[src/design/tcp_pkg.sv]
// ----------------------------------------------------------------------------
// tcp_pkg
// Constants shared by the time command parser: character positions, the
// ASCII digit range and the field limits.
// ----------------------------------------------------------------------------
package tcp_pkg;

    localparam int unsigned POS_W  = 4;
    localparam int unsigned ACC2_W = 7;
    localparam int unsigned YEAR_W = 14;

    localparam logic [POS_W-1:0] POS_NONE  = 4'd0;
    localparam logic [POS_W-1:0] POS_FIRST = 4'd1;
    localparam logic [POS_W-1:0] POS_DAY   = 4'd2;
    localparam logic [POS_W-1:0] POS_MONTH = 4'd4;
    localparam logic [POS_W-1:0] POS_YEAR  = 4'd8;
    localparam logic [POS_W-1:0] POS_HOUR  = 4'd10;
    localparam logic [POS_W-1:0] POS_MIN   = 4'd12;
    localparam logic [POS_W-1:0] POS_LAST  = 4'd14;
    localparam logic [POS_W-1:0] POS_IDLE  = 4'd15;

    localparam logic [7:0] ASCII_ZERO = 8'h30;
    localparam logic [7:0] ASCII_NINE = 8'h39;

    localparam logic [ACC2_W-1:0] DAY_MAX    = 7'd31;
    localparam logic [ACC2_W-1:0] MONTH_MAX  = 7'd12;
    localparam logic [YEAR_W-1:0] YEAR_MAX   = 14'd9999;
    localparam logic [ACC2_W-1:0] HOUR_MAX   = 7'd23;
    localparam logic [ACC2_W-1:0] MINSEC_MAX = 7'd59;

endpackage

[src/design/time_command_parser.sv]
// ----------------------------------------------------------------------------
// time_command_parser
// Parses a 14-character time command DDMMYYYYhhmmss (after a lead byte) and
// emits one result with a valid flag and the six fields.
// ----------------------------------------------------------------------------
//  channel | direction | handshake                 | payload
//  in      | input     | i_in_valid / o_in_ready   | i_cmd_byte, i_starts_command
//  out     | output    | o_out_valid / i_out_ready | o_cmd_valid, o_day .. o_second
//
//  One byte per cycle; the result appears the cycle after the last digit
//  transfer, from a single output register.
//  Input is held off only while a result waits and the output is stalled.
//  Synchronous active-low reset leaves the parser idle, waiting for a start.
// ----------------------------------------------------------------------------
module time_command_parser (
    input  logic        i_clk,
    input  logic        i_rst_n,
    input  logic        i_in_valid,
    output logic        o_in_ready,
    input  logic [7:0]  i_cmd_byte,
    input  logic        i_starts_command,
    output logic        o_out_valid,
    input  logic        i_out_ready,
    output logic        o_cmd_valid,
    output logic [4:0]  o_day,
    output logic [3:0]  o_month,
    output logic [13:0] o_year,
    output logic [4:0]  o_hour,
    output logic [5:0]  o_minute,
    output logic [5:0]  o_second
);

    logic [tcp_pkg::POS_W-1:0]  r_pos, n_pos;
    logic [tcp_pkg::ACC2_W-1:0] r_day, n_day;
    logic [tcp_pkg::ACC2_W-1:0] r_month, n_month;
    logic [tcp_pkg::YEAR_W-1:0] r_year, n_year;
    logic [tcp_pkg::ACC2_W-1:0] r_hour, n_hour;
    logic [tcp_pkg::ACC2_W-1:0] r_minute, n_minute;
    logic [tcp_pkg::ACC2_W-1:0] r_second, n_second;
    logic                       r_bad, n_bad;

    logic        r_out_valid, n_out_valid;
    logic        r_ok;
    logic [4:0]  r_o_day;
    logic [3:0]  r_o_month;
    logic [13:0] r_o_year;
    logic [4:0]  r_o_hour;
    logic [5:0]  r_o_minute;
    logic [5:0]  r_o_second;

    logic       xfer_in;
    logic       active;
    logic       is_digit;
    logic [3:0] digit;
    logic       finish;
    logic       ok;

    assign o_in_ready = !r_out_valid || i_out_ready;
    assign xfer_in    = i_in_valid && o_in_ready;
    assign active     = (r_pos != tcp_pkg::POS_NONE) && (r_pos <= tcp_pkg::POS_LAST);
    assign is_digit   = (i_cmd_byte >= tcp_pkg::ASCII_ZERO) &&
                        (i_cmd_byte <= tcp_pkg::ASCII_NINE);
    assign digit      = 4'(i_cmd_byte - tcp_pkg::ASCII_ZERO);
    assign finish     = xfer_in && !i_starts_command && (r_pos == tcp_pkg::POS_LAST);

    always_comb begin
        n_pos    = r_pos;
        n_day    = r_day;
        n_month  = r_month;
        n_year   = r_year;
        n_hour   = r_hour;
        n_minute = r_minute;
        n_second = r_second;
        n_bad    = r_bad;
        if (xfer_in) begin
            if (i_starts_command) begin
                n_pos    = tcp_pkg::POS_FIRST;
                n_day    = '0;
                n_month  = '0;
                n_year   = '0;
                n_hour   = '0;
                n_minute = '0;
                n_second = '0;
                n_bad    = 1'b0;
            end else if (active) begin
                n_pos = (r_pos == tcp_pkg::POS_LAST) ? tcp_pkg::POS_IDLE
                                                     : r_pos + 4'd1;
                if (!is_digit) begin
                    n_bad = 1'b1;
                end else if (r_pos <= tcp_pkg::POS_DAY) begin
                    n_day = (r_day << 3) + (r_day << 1) + {3'b0, digit};
                end else if (r_pos <= tcp_pkg::POS_MONTH) begin
                    n_month = (r_month << 3) + (r_month << 1) + {3'b0, digit};
                end else if (r_pos <= tcp_pkg::POS_YEAR) begin
                    n_year = (r_year << 3) + (r_year << 1) + {10'b0, digit};
                end else if (r_pos <= tcp_pkg::POS_HOUR) begin
                    n_hour = (r_hour << 3) + (r_hour << 1) + {3'b0, digit};
                end else if (r_pos <= tcp_pkg::POS_MIN) begin
                    n_minute = (r_minute << 3) + (r_minute << 1) + {3'b0, digit};
                end else begin
                    n_second = (r_second << 3) + (r_second << 1) + {3'b0, digit};
                end
            end
        end
    end

    assign ok = !n_bad &&
                (n_day != '0) && (n_day <= tcp_pkg::DAY_MAX) &&
                (n_month != '0) && (n_month <= tcp_pkg::MONTH_MAX) &&
                (n_year <= tcp_pkg::YEAR_MAX) &&
                (n_hour <= tcp_pkg::HOUR_MAX) &&
                (n_minute <= tcp_pkg::MINSEC_MAX) &&
                (n_second <= tcp_pkg::MINSEC_MAX);

    always_comb begin
        n_out_valid = r_out_valid;
        if (finish) begin
            n_out_valid = 1'b1;
        end else if (i_out_ready) begin
            n_out_valid = 1'b0;
        end
    end

    always_ff @(posedge i_clk) begin
        if (!i_rst_n) begin
            r_pos       <= tcp_pkg::POS_IDLE;
            r_day       <= '0;
            r_month     <= '0;
            r_year      <= '0;
            r_hour      <= '0;
            r_minute    <= '0;
            r_second    <= '0;
            r_bad       <= 1'b0;
            r_out_valid <= 1'b0;
        end else begin
            r_pos       <= n_pos;
            r_day       <= n_day;
            r_month     <= n_month;
            r_year      <= n_year;
            r_hour      <= n_hour;
            r_minute    <= n_minute;
            r_second    <= n_second;
            r_bad       <= n_bad;
            r_out_valid <= n_out_valid;
        end
    end

    // result payload, zeroed when invalid
    always_ff @(posedge i_clk) begin
        if (finish) begin
            r_ok       <= ok;
            r_o_day    <= ok ? n_day[4:0]    : '0;
            r_o_month  <= ok ? n_month[3:0]  : '0;
            r_o_year   <= ok ? n_year        : '0;
            r_o_hour   <= ok ? n_hour[4:0]   : '0;
            r_o_minute <= ok ? n_minute[5:0] : '0;
            r_o_second <= ok ? n_second[5:0] : '0;
        end
    end

    assign o_out_valid = r_out_valid;
    assign o_cmd_valid = r_ok;
    assign o_day       = r_o_day;
    assign o_month     = r_o_month;
    assign o_year      = r_o_year;
    assign o_hour      = r_o_hour;
    assign o_minute    = r_o_minute;
    assign o_second    = r_o_second;

`ifndef SYNTHESIS
    a_pos_never_zero: assert property (@(posedge i_clk) disable iff (!i_rst_n)
        r_pos != tcp_pkg::POS_NONE)
        else $error("position counter reached zero");

    a_valid_fields: assert property (@(posedge i_clk) disable iff (!i_rst_n)
        o_out_valid && o_cmd_valid |->
            o_day != 5'd0 && o_month != 4'd0 && o_month <= 4'd12 &&
            o_hour <= 5'd23 && o_minute <= 6'd59 && o_second <= 6'd59)
        else $error("valid result with out-of-range field");

    a_invalid_zero: assert property (@(posedge i_clk) disable iff (!i_rst_n)
        o_out_valid && !o_cmd_valid |->
            o_day == 5'd0 && o_month == 4'd0 && o_year == 14'd0 &&
            o_hour == 5'd0 && o_minute == 6'd0 && o_second == 6'd0)
        else $error("invalid result with nonzero field");

    a_result_source: assert property (@(posedge i_clk) disable iff (!i_rst_n)
        $rose(o_out_valid) |-> $past(finish))
        else $error("result without final digit transfer");

    a_idle_after_finish: assert property (@(posedge i_clk) disable iff (!i_rst_n)
        finish |=> r_pos == tcp_pkg::POS_IDLE)
        else $error("parser not idle after last digit");
`endif

endmodule

[config.mk]
export PLATFORM = sky130hd
export DESIGN_NAME = time_command_parser
export DESIGN_NICKNAME = d
export VERILOG_FILES = /design/src/design/tcp_pkg.sv /design/src/design/time_command_parser.sv
export SDC_FILE = /design/constraint.sdc
export NUM_CORES = 1
export LEC_CHECK = 0
export ABC_AREA = 1
export BUFFER_PORTS_ARGS = -buffer_cell sky130_fd_sc_hd__buf_2
export CORE_ASPECT_RATIO = 1.5
export CORE_UTILIZATION = 45
export DETAILED_ROUTE_END_ITERATION = 16
export PLACE_DENSITY_LB_ADDON = 0.05
export SYNTH_ARGS = -nofsm -noshare
export SYNTH_HDL_FRONTEND = slang
export SYNTH_SLANG_ARGS = --single-unit
[constraint.sdc]
create_clock -name i_clk -period 6.8 [get_ports i_clk]
set_input_delay 0 -clock i_clk [delete_from_list [all_inputs] [get_ports i_clk]]
set_output_delay 0 -clock i_clk [all_outputs]
set_load 0.01 [all_outputs]
==> impl_metrics.ini <==
[status]
outcome = finished, final reports clean

[logic_synthesis]
synth_edf_count = 41
synthTopCellsByArea = edfxtp_1, dfxtp_1, nand2_1
synth.yosys.seq_area_share_pct = 35.1
synth_common_cells = nand2_1, inv_1, nor2_1
synth.most_common_cell = nand2_1
yosys.cell_types.count = 39
yosys.area.top_type_share_pct = 18.5
async_reset_ff_share_pct = 0
synth_cells = 889
syn_nets = 979
syn_area_um2 = 6650
avgSynthCellArea_um2 = 7.48
yosysWarnings = 0
yosys.area.top_type = edfxtp_1
synth_top_flop_cell = dfxtp_1
ys_ff_latch = 96

[sta]
slew_violations = 0
timing.final.crit_share_pct = 56.3
tightest_slew_ns = 1.27
slew_headroom_pct = 15.3
hold_viol = 0
rsz0062_at_grt = false
setup_viol = 0
max_freq_mhz = 261
finClkSkew_ns = 0.0101
fin_ws_ns = 2.97
min_period_ns = 3.83
setup_tns_ns = 0

[die]
start_util_pct = 46.0
dieArea_um2 = 15300
ios = 56
die_y_um = 151
row_count = 54
core_area_um2 = 14500
die_w_um = 101

[grt]
global_route.usage.met1_pct = 26.6
grtUsageMet3_pct = 2.68
gr-usage-met2_pct = 44.1
grt_busiest_layer = met2
gr-usage-all-layers_pct = 23.4
grt_max_degree = 55
grt_pass1_vias = 5598
grt_overflow = 0
antenna_found_initial = 0
grt_pass1_wl_um = 27200

[clock_network]
cts_buffer_depth = 2
clk_latency_ns = 0.34
post_cts_buffers = 0
cts_hold_buf = 2
numCtsBuffers = 9
cts_tree = yes
cts_resized = 0
htree_levels = 3
cts_num_sinks = 96
clk_pin_slew_ns = 0.07
cts_root_buffer = clkbuf_16

[placed_design]
portBuffers = 55
dpl.hpwl_um = 12700
dp_slack_ns = 2.96
place.gp.congestion = 0.870

[route]
ant_nets = 0
wl_per_cell_um = 14.6
first_pass_iters = 5
drtIter0Drc = 221
drt-total-wl_um = 16700
vias = 5615
drc = 0
via_per_inst = 4.90

[setup_path]
crit_path_max_fanout = 41
cp.required_ns = 6.87
startpoint_type = register
crit_path_end_kind = register
arrival_ns = 3.90
path_class = reg -> reg

[power]
ir_drop_uv = 120
p_comb_share_pct = 9.1
intPower_w = 0.000965
pwr-share-clk_pct = 43.6
switching_share_pct = 25.4
switchingPower_w = 0.000328
seq_power_share_pct = 47.3
pwr_density_cell_nw_per_um2 = 174
p_leak_nw = 3.45

[cells_and_area]
antenna_cells = 0
nNetsFinal = 1034
drive_gt1_share_pct = 15.7
syn_to_final_growth_pct = 11.9

[hold_path]
worstHoldPathType = in -> reg

[job]
drv_cap = 0
==> final timing paths <==
check / to / cells past startpoint / slack, ns / startpoint
worst max-delay path: o_year[2] / 15 / 2.97 / o_out_valid
worst min-delay path: r_pos[0] / 3 / 0.08 / i_starts_command
worst max register to register: o_year[2] / 15 / 2.97 / o_out_valid
worst min register to register: r_hour[6] / 2 / 0.49 / r_hour[6]
==> worst max-delay path, cell delays in order (launching register included) <==
cell and delay (ns):
dfxtp_1 0.32, nand2_1 0.10, nand2_2 0.33, nor2_2 0.63, buf_4 0.35, inv_2 0.17, nor2_2 0.33, nand3_1 0.15
nand2_1 0.15, nand2_1 0.08, nor2_1 0.08, nand2_1 0.05, nand2_1 0.05, nand2_1 0.07, nand3_4 0.56, nor2_1 0.10
==> layout by cell type (no fill, tap or decap), types with 9 or more instances in the layout <==
cell,count
nor2_1,91
dfxtp_1,55
buf_2,55
nand3_1,58
nand2_1,227
inv_1,147
edfxtp_1,41
o21ai_0,17
a21oi_1,34
fa_1,12
ha_1,65
nor2_2,51
clkbuf_16,9
==> final cells by class <==
type                    count  area (um2)
fillers                  1445        7020
inverters                 153         574
repair buffers             58         303
well taps                 196         245
clock buffers              10         229
multi-input cells         626        3670
flip-flops and latches     96        2330
clock inverters             6        90.1
==> stage by stage <==
step                power [W]  std cells  hold slack [ns]  utilization, %  instance area, um2
finish                0.00129       1145           0.0820            51.5                7440
floorplan            0.000704        889           0.0986               -                6650
CTS                   0.00130       1145           0.0715            51.5                7440
global placement     0.000739       1127            0.231            49.1                7100
global route          0.00134       1145            0.133            51.5                7440
detailed placement   0.000741       1127            0.234            49.1                7100
==> power by group through the flow <==
stage          registers (W)  clock network, W  logic [W]
2_1_floorplan       0.000626                 0  0.0000780
3_3_place_gp        0.000624                 0   0.000115
6_report            0.000612          0.000564   0.000117
3_5_place_dp        0.000625                 0   0.000117
5_1_grt             0.000613          0.000599   0.000131
4_1_cts             0.000611          0.000574   0.000118
==> sequential cells by signal (all words and copies together) (netlist names), 5 cells and up <==
| signal | flops |
|---|---|
| r_month | 7 |
| r_second | 7 |
| o_minute | 6 |
| r_year | 14 |
| r_hour | 7 |
| o_hour | 5 |
| r_minute | 7 |
| r_day | 7 |
| o_year | 14 |
| o_day | 5 |
| o_second | 6 |
==> routing by layer <==
metal	vias up	part of all wire, %
li1	2906	-
met1	2570	41
met2	110	54
met3	29	2.5
met4	0	2.6
met5	-	0
==> kinds of logic (layout without fill, tap and decap cells) <==
family	Yosys count	after routing	share of synthesized area [%]
AO/OA/AOI/OAI	77	77	6.68
XOR/XNOR	14	14	1.84
adder cells (fa/ha/maj)	77	77	15.8
buffers and inverters	167	227	9.90
flip-flops	96	96	35.1
AND/OR/NAND/NOR	458	458	30.7
No activity file was read; power rests on OpenSTA's default activity.
